File: config.mk
export PLATFORM = sky130hd
export DESIGN_NAME = scaled_matrix_to_quaternion
export DESIGN_NICKNAME = d
export VERILOG_FILES = /design/src/rtl/smtq_pkg.sv /design/src/rtl/scaled_matrix_to_quaternion.sv /design/src/rtl/smtq_front.sv /design/src/rtl/smtq_fifo.sv /design/src/rtl/smtq_div.sv /design/src/rtl/smtq_sqrt.sv /design/src/rtl/smtq_back.sv
export SDC_FILE = /design/constraint.sdc
export NUM_CORES = 2
export LEC_CHECK = 0
export ABC_CLOCK_PERIOD_IN_PS = 22200
export BUFFER_PORTS_ARGS = -buffer_cell sky130_fd_sc_hd__buf_4
export CAP_MARGIN = 10
export CORE_UTILIZATION = 63
export DETAILED_ROUTE_END_ITERATION = 10
export PLACE_DENSITY_LB_ADDON = 0.15
export SKIP_CTS_REPAIR_TIMING = 1
export SLEW_MARGIN = 20
export SYNTH_ARGS = -nofsm -noshare
export SYNTH_HDL_FRONTEND = slang
export SYNTH_HIERARCHICAL = 1
export SYNTH_SLANG_ARGS = --single-unit
File: constraint.sdc
create_clock -name clk -period 22.2 [get_ports clk]
set_clock_uncertainty 0.1 [all_clocks]
set_input_delay 1.11 -clock clk [delete_from_list [all_inputs] [get_ports clk]]
set_output_delay 1.11 -clock clk [all_outputs]
set_load 0.005 [all_outputs]
File: src/rtl/smtq_pkg.sv
package smtq_pkg;

	localparam int IN_BITS    = 32;
	localparam int QDEPTH     = 4;
	localparam int QPTR_BITS  = 2;

	typedef enum logic [1:0] {
		ST_OK     = 2'd0,
		ST_ZSCALE = 2'd1,
		ST_BADARG = 2'd2
	} status_t;

	typedef enum logic [1:0] {
		PV_TRACE = 2'd0,
		PV_X     = 2'd1,
		PV_Y     = 2'd2,
		PV_Z     = 2'd3
	} pivot_t;

	typedef enum logic [3:0] {
		BK_IDLE,
		BK_MSTART,
		BK_MWAIT,
		BK_TRACE,
		BK_ARG,
		BK_RSTART,
		BK_RWAIT,
		BK_SCALE,
		BK_QSTART,
		BK_QWAIT,
		BK_OUT
	} bstate_t;

	// One accepted transaction as it waits between the front and the back.
	typedef struct packed {
		logic [2:0][2:0][IN_BITS-1:0] mat;
		logic [2:0][IN_BITS-1:0]      scl;
		logic                         zscale;
	} item_t;

endpackage

File: src/rtl/scaled_matrix_to_quaternion.sv
// Channel   Direction  Handshake            Contents
// input     in         push / full          c0_r0 .. c2_r2, scale_x, scale_y, scale_z
// result    out        empty / pop          quat_w .. quat_z, pivot_case, status
//
// One transaction takes twelve fixed-point divisions on a single shared restoring
// divider, one quotient bit per cycle, plus one root on a two-bit-per-cycle unit;
// a zero scale skips the arithmetic. The divider sets the rate. Reset is
// asynchronous, active low, and clears control. A four-deep queue lets inputs keep
// arriving while the back end works or while a finished result waits to be popped.
module scaled_matrix_to_quaternion #(
	parameter int FRAC_BITS = 16,
	parameter int WORD_BITS = 32
) (
	input  logic               clk,
	input  logic               arst_n,
	input  logic               push,
	output logic               full,
	input  logic [31:0]        c0_r0,
	input  logic [31:0]        c0_r1,
	input  logic [31:0]        c0_r2,
	input  logic [31:0]        c1_r0,
	input  logic [31:0]        c1_r1,
	input  logic [31:0]        c1_r2,
	input  logic [31:0]        c2_r0,
	input  logic [31:0]        c2_r1,
	input  logic [31:0]        c2_r2,
	input  logic [31:0]        scale_x,
	input  logic [31:0]        scale_y,
	input  logic [31:0]        scale_z,
	output logic               empty,
	input  logic               pop,
	output logic signed [31:0] quat_w,
	output logic signed [31:0] quat_x,
	output logic signed [31:0] quat_y,
	output logic signed [31:0] quat_z,
	output logic [1:0]         pivot_case,
	output logic [1:0]         status
);

	smtq_pkg::item_t front_item;
	smtq_pkg::item_t head_item;
	logic            q_empty;
	logic            q_pop;

	// The front end packs the transaction and flags a zero scale up front, so the
	// back end can skip all arithmetic for it.
	smtq_front u_front (
		.c0_r0   (c0_r0),
		.c0_r1   (c0_r1),
		.c0_r2   (c0_r2),
		.c1_r0   (c1_r0),
		.c1_r1   (c1_r1),
		.c1_r2   (c1_r2),
		.c2_r0   (c2_r0),
		.c2_r1   (c2_r1),
		.c2_r2   (c2_r2),
		.scale_x (scale_x),
		.scale_y (scale_y),
		.scale_z (scale_z),
		.item    (front_item)
	);

	// Decoupling queue; full here is the input channel's backpressure.
	smtq_fifo u_fifo (
		.clk    (clk),
		.arst_n (arst_n),
		.push   (push),
		.din    (front_item),
		.full   (full),
		.pop    (q_pop),
		.dout   (head_item),
		.empty  (q_empty)
	);

	// The back end divides the columns, picks the pivot, takes the root and forms
	// the quaternion, then parks the result in its output register.
	smtq_back #(.W(WORD_BITS), .F(FRAC_BITS)) u_back (
		.clk        (clk),
		.arst_n     (arst_n),
		.item_valid (!q_empty),
		.item       (head_item),
		.item_pop   (q_pop),
		.quat_w     (quat_w),
		.quat_x     (quat_x),
		.quat_y     (quat_y),
		.quat_z     (quat_z),
		.pivot_case (pivot_case),
		.status     (status),
		.empty      (empty),
		.pop        (pop)
	);

endmodule

File: src/rtl/smtq_front.sv
module smtq_front (
	input  logic [smtq_pkg::IN_BITS-1:0] c0_r0,
	input  logic [smtq_pkg::IN_BITS-1:0] c0_r1,
	input  logic [smtq_pkg::IN_BITS-1:0] c0_r2,
	input  logic [smtq_pkg::IN_BITS-1:0] c1_r0,
	input  logic [smtq_pkg::IN_BITS-1:0] c1_r1,
	input  logic [smtq_pkg::IN_BITS-1:0] c1_r2,
	input  logic [smtq_pkg::IN_BITS-1:0] c2_r0,
	input  logic [smtq_pkg::IN_BITS-1:0] c2_r1,
	input  logic [smtq_pkg::IN_BITS-1:0] c2_r2,
	input  logic [smtq_pkg::IN_BITS-1:0] scale_x,
	input  logic [smtq_pkg::IN_BITS-1:0] scale_y,
	input  logic [smtq_pkg::IN_BITS-1:0] scale_z,
	output smtq_pkg::item_t              item
);

	// Saturation never turns a nonzero scale into zero, so the raw check suffices.
	always_comb begin
		item.mat[0][0] = c0_r0;
		item.mat[0][1] = c0_r1;
		item.mat[0][2] = c0_r2;
		item.mat[1][0] = c1_r0;
		item.mat[1][1] = c1_r1;
		item.mat[1][2] = c1_r2;
		item.mat[2][0] = c2_r0;
		item.mat[2][1] = c2_r1;
		item.mat[2][2] = c2_r2;
		item.scl[0]    = scale_x;
		item.scl[1]    = scale_y;
		item.scl[2]    = scale_z;
		item.zscale    = (scale_x == '0) || (scale_y == '0) || (scale_z == '0);
	end

endmodule

File: src/rtl/smtq_fifo.sv
module smtq_fifo (
	input  logic            clk,
	input  logic            arst_n,
	input  logic            push,
	input  smtq_pkg::item_t din,
	output logic            full,
	input  logic            pop,
	output smtq_pkg::item_t dout,
	output logic            empty
);

	smtq_pkg::item_t                   mem_q [smtq_pkg::QDEPTH];
	logic [smtq_pkg::QPTR_BITS-1:0]    wr_q;
	logic [smtq_pkg::QPTR_BITS-1:0]    rd_q;
	logic [smtq_pkg::QPTR_BITS:0]      cnt_q;
	logic                              do_push;
	logic                              do_pop;

	assign full    = (cnt_q == (smtq_pkg::QPTR_BITS+1)'(smtq_pkg::QDEPTH));
	assign empty   = (cnt_q == '0);
	assign do_push = push && !full;
	assign do_pop  = pop && !empty;
	assign dout    = mem_q[rd_q];

	always_ff @(posedge clk) begin
		if (do_push) begin
			mem_q[wr_q] <= din;
		end
	end

	always_ff @(posedge clk or negedge arst_n) begin
		if (!arst_n) begin
			wr_q  <= '0;
			rd_q  <= '0;
			cnt_q <= '0;
		end else begin
			if (do_push) begin
				wr_q <= wr_q + 1'b1;
			end
			if (do_pop) begin
				rd_q <= rd_q + 1'b1;
			end
			if (do_push && !do_pop) begin
				cnt_q <= cnt_q + 1'b1;
			end else if (do_pop && !do_push) begin
				cnt_q <= cnt_q - 1'b1;
			end
		end
	end

endmodule

File: src/rtl/smtq_div.sv
module smtq_div #(
	parameter int W = 32,
	parameter int F = 16
) (
	input  logic                clk,
	input  logic                arst_n,
	input  logic                start,
	input  logic signed [W-1:0] num,
	input  logic signed [W-1:0] den,
	output logic                done,
	output logic signed [W-1:0] res
);

	localparam int N  = W + F;
	localparam int CW = $clog2(N);

	logic [W:0]     rem_q;
	logic [N-1:0]   dvd_q;
	logic [N-1:0]   quo_q;
	logic [W-1:0]   d_q;
	logic           neg_q;
	logic [CW-1:0]  cnt_q;
	logic           busy_q;
	logic           done_q;
	logic [W-1:0]   nmag;
	logic [W-1:0]   dmag;
	logic [W:0]     rem_sh;
	logic           ge;
	logic [W:0]     rem_nx;
	logic [W-1:0]   lim;
	logic [W-1:0]   qs;
	logic           last;

	// Restoring division of (|num| << F) by |den|, one quotient bit per cycle.
	always_comb begin
		nmag   = num[W-1] ? W'(-num) : W'(num);
		dmag   = den[W-1] ? W'(-den) : W'(den);
		rem_sh = {rem_q[W-1:0], dvd_q[N-1]};
		ge     = (rem_sh >= {1'b0, d_q});
		rem_nx = ge ? (rem_sh - {1'b0, d_q}) : rem_sh;
		last   = (cnt_q == CW'(N - 1));
		lim    = {1'b0, {(W-1){1'b1}}} + W'(neg_q);
		qs     = (quo_q > N'(lim)) ? lim : quo_q[W-1:0];
		res    = neg_q ? $signed(-qs) : $signed(qs);
	end

	assign done = done_q;

	always_ff @(posedge clk) begin
		if (start) begin
			rem_q <= '0;
			dvd_q <= {nmag, {F{1'b0}}};
			quo_q <= '0;
			d_q   <= dmag;
			neg_q <= num[W-1] ^ den[W-1];
		end else if (busy_q) begin
			rem_q <= rem_nx;
			dvd_q <= {dvd_q[N-2:0], 1'b0};
			quo_q <= {quo_q[N-2:0], ge};
		end
	end

	always_ff @(posedge clk or negedge arst_n) begin
		if (!arst_n) begin
			busy_q <= 1'b0;
			done_q <= 1'b0;
			cnt_q  <= '0;
		end else begin
			done_q <= busy_q && last;
			if (start) begin
				busy_q <= 1'b1;
				cnt_q  <= '0;
			end else if (busy_q) begin
				cnt_q <= cnt_q + 1'b1;
				if (last) begin
					busy_q <= 1'b0;
				end
			end
		end
	end

endmodule

File: src/rtl/smtq_sqrt.sv
module smtq_sqrt #(
	parameter int W = 32,
	parameter int F = 16
) (
	input  logic                clk,
	input  logic                arst_n,
	input  logic                start,
	input  logic signed [W-1:0] arg,
	output logic                done,
	output logic [(W+F+1)/2-1:0] root
);

	localparam int R  = (W + F + 1) / 2;
	localparam int VB = 2 * R;
	localparam int CW = $clog2(R + 1);

	logic [VB-1:0]  v_q;
	logic [R+2:0]   rem_q;
	logic [R-1:0]   root_q;
	logic [CW-1:0]  cnt_q;
	logic           busy_q;
	logic           done_q;
	logic [R+2:0]   rem_sh;
	logic [R+2:0]   trial;
	logic           ge;
	logic           last;

	// Digit-by-digit root of (arg << F), two radicand bits per cycle.
	always_comb begin
		rem_sh = {rem_q[R:0], v_q[VB-1:VB-2]};
		trial  = {1'b0, root_q, 2'b01};
		ge     = (rem_sh >= trial);
		last   = (cnt_q == CW'(R - 1));
	end

	assign done = done_q;
	assign root = root_q;

	always_ff @(posedge clk) begin
		if (start) begin
			v_q    <= VB'({arg, {F{1'b0}}});
			rem_q  <= '0;
			root_q <= '0;
		end else if (busy_q) begin
			v_q    <= {v_q[VB-3:0], 2'b00};
			rem_q  <= ge ? (rem_sh - trial) : rem_sh;
			root_q <= {root_q[R-2:0], ge};
		end
	end

	always_ff @(posedge clk or negedge arst_n) begin
		if (!arst_n) begin
			busy_q <= 1'b0;
			done_q <= 1'b0;
			cnt_q  <= '0;
		end else begin
			done_q <= busy_q && last;
			if (start) begin
				busy_q <= 1'b1;
				cnt_q  <= '0;
			end else if (busy_q) begin
				cnt_q <= cnt_q + 1'b1;
				if (last) begin
					busy_q <= 1'b0;
				end
			end
		end
	end

endmodule

File: src/rtl/smtq_back.sv
module smtq_back #(
	parameter int W = 32,
	parameter int F = 16
) (
	input  logic                   clk,
	input  logic                   arst_n,
	input  logic                   item_valid,
	input  smtq_pkg::item_t        item,
	output logic                   item_pop,
	output logic signed [31:0]     quat_w,
	output logic signed [31:0]     quat_x,
	output logic signed [31:0]     quat_y,
	output logic signed [31:0]     quat_z,
	output logic [1:0]             pivot_case,
	output logic [1:0]             status,
	output logic                   empty,
	input  logic                   pop
);

	localparam int R = (W + F + 1) / 2;
	localparam logic signed [63:0] WMAX  = (64'sd1 <<< (W - 1)) - 64'sd1;
	localparam logic signed [63:0] WMIN  = -WMAX - 64'sd1;
	localparam logic signed [63:0] ONE64 = ((64'sd1 <<< F) > WMAX) ? WMAX : (64'sd1 <<< F);

	function automatic logic signed [W-1:0] sat_w(input logic signed [63:0] v);
		logic signed [63:0] c;
		c = v;
		if (v > WMAX) begin
			c = WMAX;
		end else if (v < WMIN) begin
			c = WMIN;
		end
		return W'(c);
	endfunction

	function automatic logic signed [31:0] out32(input logic signed [W-1:0] v);
		logic signed [63:0] e;
		e = 64'(v);
		if (e > 64'sd2147483647) begin
			e = 64'sd2147483647;
		end else if (e < -64'sd2147483648) begin
			e = -64'sd2147483648;
		end
		return 32'(e);
	endfunction

	function automatic logic signed [63:0] x64(input logic signed [W-1:0] v);
		return 64'(v);
	endfunction

	smtq_pkg::bstate_t     st_q;
	smtq_pkg::bstate_t     st_d;
	smtq_pkg::item_t       ent_q;
	logic [1:0]            col_q;
	logic [1:0]            row_q;
	logic [1:0]            k_q;
	logic signed [W-1:0]   m_q [3][3];
	logic signed [W-1:0]   q_q [4];
	logic signed [W-1:0]   trace_q;
	logic                  xbig_q;
	logic                  ybig_q;
	logic signed [W-1:0]   dx_q;
	logic signed [W-1:0]   dy_q;
	logic signed [W-1:0]   dz_q;
	logic signed [W-1:0]   pxy_q;
	logic signed [W-1:0]   pxz_q;
	logic signed [W-1:0]   pyz_q;
	logic signed [W-1:0]   arg_q;
	logic signed [W-1:0]   s_q;
	smtq_pkg::pivot_t      pc_q;
	smtq_pkg::status_t     stat_q;
	logic signed [31:0]    ow_q;
	logic signed [31:0]    ox_q;
	logic signed [31:0]    oy_q;
	logic signed [31:0]    oz_q;
	logic [1:0]            opc_q;
	logic [1:0]            ost_q;
	logic                  oval_q;

	logic                  div_start;
	logic                  div_done;
	logic signed [W-1:0]   div_num;
	logic signed [W-1:0]   div_den;
	logic signed [W-1:0]   div_res;
	logic                  sq_start;
	logic                  sq_done;
	logic [R-1:0]          sq_root;
	logic                  out_load;
	smtq_pkg::pivot_t      pc_d;
	logic signed [W-1:0]   arg_d;
	logic signed [W-1:0]   qnum;
	logic signed [W-1:0]   s_d;
	logic [1:0]            tgt;

	smtq_div #(.W(W), .F(F)) u_div (
		.clk    (clk),
		.arst_n (arst_n),
		.start  (div_start),
		.num    (div_num),
		.den    (div_den),
		.done   (div_done),
		.res    (div_res)
	);

	smtq_sqrt #(.W(W), .F(F)) u_sqrt (
		.clk    (clk),
		.arst_n (arst_n),
		.start  (sq_start),
		.arg    (arg_q),
		.done   (sq_done),
		.root   (sq_root)
	);

	// Numerator of the three closing divisions, by pivot and slot.
	always_comb begin
		qnum = dx_q;
		case (pc_q)
			smtq_pkg::PV_TRACE: begin
				case (k_q)
					2'd0:    qnum = dx_q;
					2'd1:    qnum = dy_q;
					default: qnum = dz_q;
				endcase
			end
			smtq_pkg::PV_X: begin
				case (k_q)
					2'd0:    qnum = dx_q;
					2'd1:    qnum = pxy_q;
					default: qnum = pxz_q;
				endcase
			end
			smtq_pkg::PV_Y: begin
				case (k_q)
					2'd0:    qnum = dy_q;
					2'd1:    qnum = pxy_q;
					default: qnum = pyz_q;
				endcase
			end
			default: begin
				case (k_q)
					2'd0:    qnum = dz_q;
					2'd1:    qnum = pxz_q;
					default: qnum = pyz_q;
				endcase
			end
		endcase
		tgt = (k_q < pc_q) ? k_q : k_q + 2'd1;
	end

	// Pivot selection and root argument; ties fall through to the later case.
	always_comb begin
		if (trace_q > 0) begin
			pc_d  = smtq_pkg::PV_TRACE;
			arg_d = sat_w(ONE64 + x64(trace_q));
		end else if (xbig_q) begin
			pc_d  = smtq_pkg::PV_X;
			arg_d = sat_w(ONE64 + x64(m_q[0][0]) - x64(m_q[1][1]) - x64(m_q[2][2]));
		end else if (ybig_q) begin
			pc_d  = smtq_pkg::PV_Y;
			arg_d = sat_w(ONE64 + x64(m_q[1][1]) - x64(m_q[0][0]) - x64(m_q[2][2]));
		end else begin
			pc_d  = smtq_pkg::PV_Z;
			arg_d = sat_w(ONE64 + x64(m_q[2][2]) - x64(m_q[0][0]) - x64(m_q[1][1]));
		end
		s_d = sat_w(64'(sq_root) <<< 1);
		if (s_d <= 0) begin
			s_d = W'(1);
		end
	end

	always_comb begin
		st_d      = st_q;
		item_pop  = 1'b0;
		div_start = 1'b0;
		sq_start  = 1'b0;
		out_load  = 1'b0;
		div_num   = sat_w(64'($signed(ent_q.mat[col_q][row_q])));
		div_den   = sat_w(64'($signed(ent_q.scl[col_q])));
		if (st_q == smtq_pkg::BK_QSTART || st_q == smtq_pkg::BK_QWAIT) begin
			div_num = qnum;
			div_den = s_q;
		end
		case (st_q)
			smtq_pkg::BK_IDLE: begin
				if (item_valid) begin
					item_pop = 1'b1;
					st_d     = item.zscale ? smtq_pkg::BK_OUT : smtq_pkg::BK_MSTART;
				end
			end
			smtq_pkg::BK_MSTART: begin
				div_start = 1'b1;
				st_d      = smtq_pkg::BK_MWAIT;
			end
			smtq_pkg::BK_MWAIT: begin
				if (div_done) begin
					st_d = (col_q == 2'd2 && row_q == 2'd2) ? smtq_pkg::BK_TRACE
					                                       : smtq_pkg::BK_MSTART;
				end
			end
			smtq_pkg::BK_TRACE: st_d = smtq_pkg::BK_ARG;
			smtq_pkg::BK_ARG:   st_d = smtq_pkg::BK_RSTART;
			smtq_pkg::BK_RSTART: begin
				if (arg_q <= 0) begin
					st_d = smtq_pkg::BK_OUT;
				end else begin
					sq_start = 1'b1;
					st_d     = smtq_pkg::BK_RWAIT;
				end
			end
			smtq_pkg::BK_RWAIT: begin
				if (sq_done) begin
					st_d = smtq_pkg::BK_SCALE;
				end
			end
			smtq_pkg::BK_SCALE: st_d = smtq_pkg::BK_QSTART;
			smtq_pkg::BK_QSTART: begin
				div_start = 1'b1;
				st_d      = smtq_pkg::BK_QWAIT;
			end
			smtq_pkg::BK_QWAIT: begin
				if (div_done) begin
					st_d = (k_q == 2'd2) ? smtq_pkg::BK_OUT : smtq_pkg::BK_QSTART;
				end
			end
			smtq_pkg::BK_OUT: begin
				if (!oval_q || pop) begin
					out_load = 1'b1;
					st_d     = smtq_pkg::BK_IDLE;
				end
			end
			default: st_d = smtq_pkg::BK_IDLE;
		endcase
	end

	always_ff @(posedge clk or negedge arst_n) begin
		if (!arst_n) begin
			st_q <= smtq_pkg::BK_IDLE;
		end else begin
			st_q <= st_d;
		end
	end

	always_ff @(posedge clk) begin
		case (st_q)
			smtq_pkg::BK_IDLE: begin
				ent_q  <= item;
				col_q  <= 2'd0;
				row_q  <= 2'd0;
				k_q    <= 2'd0;
				pc_q   <= smtq_pkg::PV_TRACE;
				stat_q <= item.zscale ? smtq_pkg::ST_ZSCALE : smtq_pkg::ST_OK;
				for (int i = 0; i < 4; i++) begin
					q_q[i] <= '0;
				end
			end
			smtq_pkg::BK_MWAIT: begin
				if (div_done) begin
					m_q[col_q][row_q] <= div_res;
					if (row_q == 2'd2) begin
						row_q <= 2'd0;
						col_q <= col_q + 2'd1;
					end else begin
						row_q <= row_q + 2'd1;
					end
				end
			end
			smtq_pkg::BK_TRACE: begin
				trace_q <= sat_w(x64(m_q[0][0]) + x64(m_q[1][1]) + x64(m_q[2][2]));
				xbig_q  <= (m_q[0][0] > m_q[1][1]) && (m_q[0][0] > m_q[2][2]);
				ybig_q  <= (m_q[1][1] > m_q[2][2]);
				dx_q    <= sat_w(x64(m_q[1][2]) - x64(m_q[2][1]));
				dy_q    <= sat_w(x64(m_q[2][0]) - x64(m_q[0][2]));
				dz_q    <= sat_w(x64(m_q[0][1]) - x64(m_q[1][0]));
				pxy_q   <= sat_w(x64(m_q[0][1]) + x64(m_q[1][0]));
				pxz_q   <= sat_w(x64(m_q[0][2]) + x64(m_q[2][0]));
				pyz_q   <= sat_w(x64(m_q[1][2]) + x64(m_q[2][1]));
			end
			smtq_pkg::BK_ARG: begin
				pc_q  <= pc_d;
				arg_q <= arg_d;
			end
			smtq_pkg::BK_RSTART: begin
				if (arg_q <= 0) begin
					stat_q <= smtq_pkg::ST_BADARG;
				end
			end
			smtq_pkg::BK_RWAIT: begin
				if (sq_done) begin
					s_q <= s_d;
				end
			end
			smtq_pkg::BK_SCALE: begin
				q_q[pc_q] <= s_q >>> 2;
			end
			smtq_pkg::BK_QWAIT: begin
				if (div_done) begin
					q_q[tgt] <= div_res;
					k_q      <= k_q + 2'd1;
				end
			end
			default: begin
			end
		endcase
		if (out_load) begin
			ow_q  <= out32(q_q[0]);
			ox_q  <= out32(q_q[1]);
			oy_q  <= out32(q_q[2]);
			oz_q  <= out32(q_q[3]);
			opc_q <= pc_q;
			ost_q <= stat_q;
		end
	end

	always_ff @(posedge clk or negedge arst_n) begin
		if (!arst_n) begin
			oval_q <= 1'b0;
		end else if (out_load) begin
			oval_q <= 1'b1;
		end else if (pop) begin
			oval_q <= 1'b0;
		end
	end

	assign quat_w     = ow_q;
	assign quat_x     = ox_q;
	assign quat_y     = oy_q;
	assign quat_z     = oz_q;
	assign pivot_case = opc_q;
	assign status     = ost_q;
	assign empty      = !oval_q;

endmodule

# [Word level (Yosys, flattened, before mapping)]
# Memory sizes are Yosys's and may differ from the RTL's.
# Index checks and enable logic that the tools add are counted.
# W data, S select, Z words.
[word_totals] in_bits=388 elab_cells=327 mem_bits_rw=1956 mem_count=3 out_inout_bits=134 regBits=1069
[op_classes] n_mux=117 eq_ne=26 n_lt_le_gt_ge=50 reduce_logical=42 add_sub_neg=33 bitwise=2
[mem_list] name="u_fifo.mem_q" depth=4 width=385 read_ports=1 rd_clocked_by_memory_dff=0 write_ports=1 line_no="smtq_fifo.sv:12" text="smtq_pkg::item_t mem_q [smtq_pkg::QDEPTH];"
[mem_list] name="u_back.m_q" depth=3 width=96 read_ports=3 rd_clocked_by_memory_dff=0 write_ports=1 line_no="smtq_back.sv:57" text="logic signed [W-1:0] m_q [3][3];"
[mem_list] name="u_back.q_q" depth=4 width=32 read_ports=4 rd_clocked_by_memory_dff=0 write_ports=4 line_no="smtq_back.sv:58" text="logic signed [W-1:0] q_q [4];"
[ops] op="$mux W32" n=39
[ops] op="$gt A64 B32 Y1 const B" n=4
[ops] op="$lt A64 B32 Y1 const B" n=4
[ops] op="$pmux W32 S2" n=4
[ops] op="$gt A33 B32 Y1 const B" n=7
[ops] op="$lt A33 B32 Y1 const B" n=7
[ops] op="$bmux W96 S2" n=1
[ops] op="$gt A32 B32 Y1 const B" n=6
[ops] op="$lt A32 B32 Y1 const B" n=6
[ops] op="$mux W48" n=4
[ops] op="$mux W96" n=2
[ops] op="$sub A64 B32 Y64" n=3
[ops] op="$add A18 B32 Y33 const A" n=4
[ops] op="$add A32 B32 Y33" n=4
[ops] op="$bmux W32 S2" n=2
[ops] op="$sub A33 B32 Y34" n=3
[ops] op="$sub A32 B32 Y33" n=3
[ops] op="$gt A32 B32 Y1" n=3
[ops] op="$logic_not A32 Y1" n=3
[ops] op="$neg A32 Y32" n=3
[ops] op="$pmux W32 S3" n=1
[ops] op="$demux W32 S2" n=1
[ops] op="$le A32 B1 Y1 const B" n=2
[ops] op="$reduce_or A32 Y1" n=2
[ops] op="other kinds (53)" n=152

# [Logic depth before layout (Yosys ltp)]
[depth] ltp_word=11 depth_mapped=23 depth_no_buf=20

# [By module]
# Netlist, hierarchy kept.
[by_module_without_submodules] module="smtq_back" area_per_inst_um2=72161.7 cells_each=6316 seq_area_each_um2=36910.4 instances=1
[by_module_without_submodules] module="smtq_fifo" area_per_inst_um2=55984.9 cells_each=2047 seq_area_each_um2=46419.5 instances=1
[by_module_without_submodules] module="smtq_div" area_per_inst_um2=10356.2 cells_each=1177 seq_area_each_um2=3753.6 instances=1
[by_module_without_submodules] module="smtq_sqrt" area_per_inst_um2=4998.5 cells_each=505 seq_area_each_um2=2117.0 instances=1
[by_module_without_submodules] module="smtq_front" area_per_inst_um2=3094.2 cells_each=416 seq_area_each_um2=0.0 instances=1
[by_module_without_submodules] module="scaled_matrix_to_quaternion" area_per_inst_um2=3.8 cells_each=1 seq_area_each_um2=0.0 instances=1

# [Worst setup path after synthesis]
# Ideal clock, no wire load.
[synth_path] kind="reg-to-reg" from="register u_back.st_q[2]" to="register u_back.dx_q[0] (enable)" n_path_buf=1 setup_time_ns=1.089 slack_ns=5.087 required_time_ns=21.011 synth_period_minus_slack_ns=17.113 arrival_ns=15.924 path_stages_with_launch=3 cell_sequence="dfrtp_1 clkbuf_1 nor3_1"
[synth_between] elab_chain_cells=1
[synth_rtl] element="start, declared" line_no="smtq_back.sv:51" text="smtq_pkg::bstate_t st_q;"
[synth_rtl] element="start signal, assigned" line_no="smtq_back.sv:237" text="st_q <= smtq_pkg::BK_IDLE;"
[synth_rtl] element="start signal, assigned" line_no="smtq_back.sv:239" text="st_q <= st_d;"
[synth_rtl] element="$eq A4 B2 Y1" line_no="smtq_back.sv:244" text="case (st_q)"
[synth_rtl] element="end signal, assigned" line_no="smtq_back.sv:271" text="dx_q <= sat_w(x64(m_q[1][2]) - x64(m_q[2][1]));"
[synth_rtl] element="end, declared" line_no="smtq_back.sv:62" text="logic signed [W-1:0] dx_q;"
# Every way passes these cells.
# A chain may end at the register's enable or synchronous reset.

==> results_dict.tcl <==
set metrics [dict create \
    result_of_the_run "finished clean" \
    track_usage 0.328 \
    finalCritPeriodShare 0.289 \
    dieArea_um2 235000 \
    swShare 0.215 \
    globalRouteOverflowTotal 0 \
    synth_edf_count 2862 \
    cell_depth_of_the_worst_flop_to_flop_path 17 \
    core-area_um2 231000 \
    cell_chain_of_the_critical_path "inv_1, fa_1, inv_1, ha_1, ha_1, a211oi_1, o21ai_0, a41oi_1, o31ai_1, a311oi_1, xnor2_1, and3_1, o21a_1, buf_4, nand2_1, and3_1, a32oi_1" \
    place.detailed.hpwl_mm 264 \
    synthArstFlopShare 0.00895 \
    cts_num_sinks 3018 \
    tightest_slew_ps 1270 \
    setup_viol 0 \
    synth.top_cells.by_area "sky130_fd_sc_hd__edfxtp_1, sky130_fd_sc_hd__ha_1, sky130_fd_sc_hd__mux4_2" \
    vias 89000 \
    power_report.internal_total_uw 10200 \
    regToRegEndpoint "u_back/arg_q[28]" \
    post_layout_net_count 11700 \
    netlist-cell-type-count 115 \
    drt_pre_antenna_iters 7 \
    synth-seq-area-share 0.608 \
    synth-main-ff-cell "sky130_fd_sc_hd__edfxtp_1" \
    layout_common_cells "sky130_fd_sc_hd__edfxtp_1, sky130_fd_sc_hd__a21oi_1, sky130_fd_sc_hd__ha_1" \
    std_cell_rows 176 \
    seqPwrFrac 0.541 \
    dp_slack_ps 15810 \
    p_switching_uw 2780 \
    h-tree-depth 5 \
    clock-root-buffer "sky130_fd_sc_hd__clkbuf_16" \
    cts_tree "yes" \
    initial_utilization 0.636 \
    synth_area_leader_cell "sky130_fd_sc_hd__edfxtp_1" \
    seqCellArea_um2 89200 \
    clkPwrFrac 0.405 \
    hold_class "in -> async" \
    clk_latency_ps 990 \
    post_drt_wl_per_cell_um 28.3 \
    post_synth_instance_area_um2 147000 \
    maxCapViolations 0 \
    mappedNetlistNets 11700 \
    grt_antenna_before_repair 40 \
    final_worst_setup_slack_ps 15780 \
    detail-route-antenna-nets 0 \
    place.gp.congestion 1.02 \
    critPathKind "reg -> reg" \
    die_height_um 484 \
    detailedRoute.firstIterationViolations 10800 \
    floorplan.die.width_um 484 \
    maxSlewHeadroom 0.153 \
    leakage_uw 0.0583 \
    comb_power_share 0.054 \
    maxSlewViolCount 0 \
    worst_setup_hold_path_clk_slew_ps 60 \
    worstSetupEndpointType "flop" \
    drt_wl_total_mm 388 \
    n_fill_cell 15000 \
    rsz0062_at_grt "no" \
    required_ps 22670 \
    synth-warning-count 6 \
    min_period_ps 6420 \
    irDropWorstVdd_mv 0.105 \
    layout_commonest_cell "sky130_fd_sc_hd__edfxtp_1" \
    grt_start_max_net_pins 155 \
    synthDominantCellAreaShare 0.586 \
    clock.fmax_mhz 156 \
    multi_input_logic_area_um2 49800 \
    data_arrival_time_of_the_critical_path_ps 6900 \
    power_density_of_the_placed_cells_nw_per_um2 80.7 \
    slowest_stage "sky130_fd_sc_hd__a311oi_1" \
    reg2reg_from "u_back/m_q[2][3]" \
    drive_above_1_share 0.162 \
    synth_cells 10500 \
    reg2reg_setup_slack_ps 15780 \
    max_fo_critical_path 32 \
    detail_route.vias_per_cell 6.48 \
    critical_path.max_stage_delay_ps 890 \
    first_global_vias 87500 \
    number_of_storage_elements_in_the_synthesis_netlist 3018 \
    max-clock-path-buffers 4 \
    cts_made_buffers 322 \
    area_growth_pct 9.38 \
    post_synth.cell_area_avg_um2 14.0 \
    drc_errors 0 \
    worstSetupStartpointType "flop" \
    numPortBuffers 521 \
    final-hold-violation-count 0 \
    grt_first_pass_wirelength_mm 569 \
    ioPinCount 522 \
    fin_setup_tns_ps 0 \
]
[critical path: cells and delay by family, from the launching register on]
kind	cells	cell delay, ps
and+or+nand+nor	3	1200
AOI/OAI and AO/OA	7	2500
adders and majority gates	3	1220
DFF	1	430
xor gates and xnor gates	1	110
buffers and inverters	3	520
[power groups by stage]
stage | sequential, uW | clock, uW | combinational [uW]
after global routing | 7030 | 5510 | 733
after detailed placement | 7100 | 0 | 697
after global placement | 7050 | 0 | 691
after CTS | 7000 | 5300 | 705
after floorplan | 7310 | 0 | 441
final | 7000 | 5250 | 697
[per-layer routing]
metal,track usage,vias to the layer above,wire [um]
li1,-,38900,-
met1,0.456,44600,154000
met2,0.514,4621,182000
met3,0.0564,754,34100
met4,0.139,38,18000
met5,0,-,269
[cells in the mapped netlist, drive strengths merged, types with 17 or more instances]
| cell | number |
|---|---|
| xor2 | 137 |
| o32ai | 18 |
| edfxtp | 2862 |
| a31oi | 55 |
| or4 | 26 |
| nor2b | 54 |
| nor2 | 655 |
| maj3 | 44 |
| xnor2 | 268 |
| nand2 | 353 |
| nand3 | 103 |
| o31ai | 70 |
| nor3b | 46 |
| dfrtp | 27 |
| o21a | 46 |
| mux4 | 386 |
| or2 | 17 |
| a21oi | 756 |
| mux2 | 97 |
| clkbuf | 435 |
| nand4 | 61 |
| inv | 619 |
| nor3 | 110 |
| ha | 715 |
| a211oi | 143 |
| o21ai | 348 |
| or3 | 42 |
| and2 | 26 |
| and3 | 44 |
| a21o | 129 |
| a22oi | 114 |
| a2111oi | 17 |
| o211ai | 40 |
| o41ai | 23 |
| dfxtp | 129 |
| nor4 | 95 |
| a221oi | 104 |
| fa | 140 |
| o21bai | 89 |
| buf | 555 |
| nand2b | 77 |
| mux2i | 181 |
[final cells by class]
| class | instances | area share |
|---|---|---|
| Tap cell | 3026 | 0.0236 |
| Clock buffer | 410 | 0.0539 |
| Sequential cell | 3018 | 0.556 |
| Timing Repair Buffer | 663 | 0.0314 |
| Antenna cell | 11 | 0.000172 |
| Inverter | 621 | 0.0146 |
| Clock inverter | 149 | 0.00943 |
| Multi-Input combinational cell | 5833 | 0.310 |
[metrics by stage]
stage          hold WS, ps  instances  cell area (um^2)   util  total power [uW]
6_report              25.6      13700            160000  0.695             12900
5_1_grt               17.0      13700            160000  0.695             13300
4_1_cts              -9.54      13700            160000  0.695             13000
3_5_place_dp           305      13200            150000  0.651              7800
3_3_place_gp           300      13200            150000  0.651              7740
2_1_floorplan          300      10500            147000      -              7750
[state kept, by name (all words and copies together), names as in the netlist, 48 cells and up]
signal / flops
u_back/ent_q: 384
u_back/m_q: 288
u_back/q_q: 128
u_back/u_div/quo_q: 48
u_fifo/mem_q: 1540
[worst max-delay path by stage]
stage | from | slack [ps] | endpoint
final | u_back/m_q[2][3] | 15780 | u_back/arg_q[28]
after global routing | u_back/m_q[2][3] | 15500 | u_back/arg_q[21]
after CTS | u_back/m_q[2][2] | 15910 | u_back/arg_q[28]
after detailed placement | push | 15810 | u_fifo/mem_q[0][373]
after global placement | push | 15830 | u_fifo/mem_q[0][188]
after floorplan | u_back/st_q[2] | 5090 | u_back/dx_q[0]
[cell families (layout without fill, tap and decap cells)]
group | count (synthesis) | after routing | share of synthesized area
flip-flops | 3018 | 3018 | 0.608
AO/OA/AOI/OAI | 2124 | 2124 | 0.0938
AND/OR/NAND/NOR | 1741 | 1741 | 0.0568
buffers and inverters | 1611 | 1843 | 0.0543
adder cells (fa/ha/maj) | 899 | 899 | 0.0831
multiplexers | 664 | 664 | 0.0791
XOR/XNOR | 405 | 405 | 0.0243
other | 0 | 11 | 0
Power figures use the tool's default switching activity.
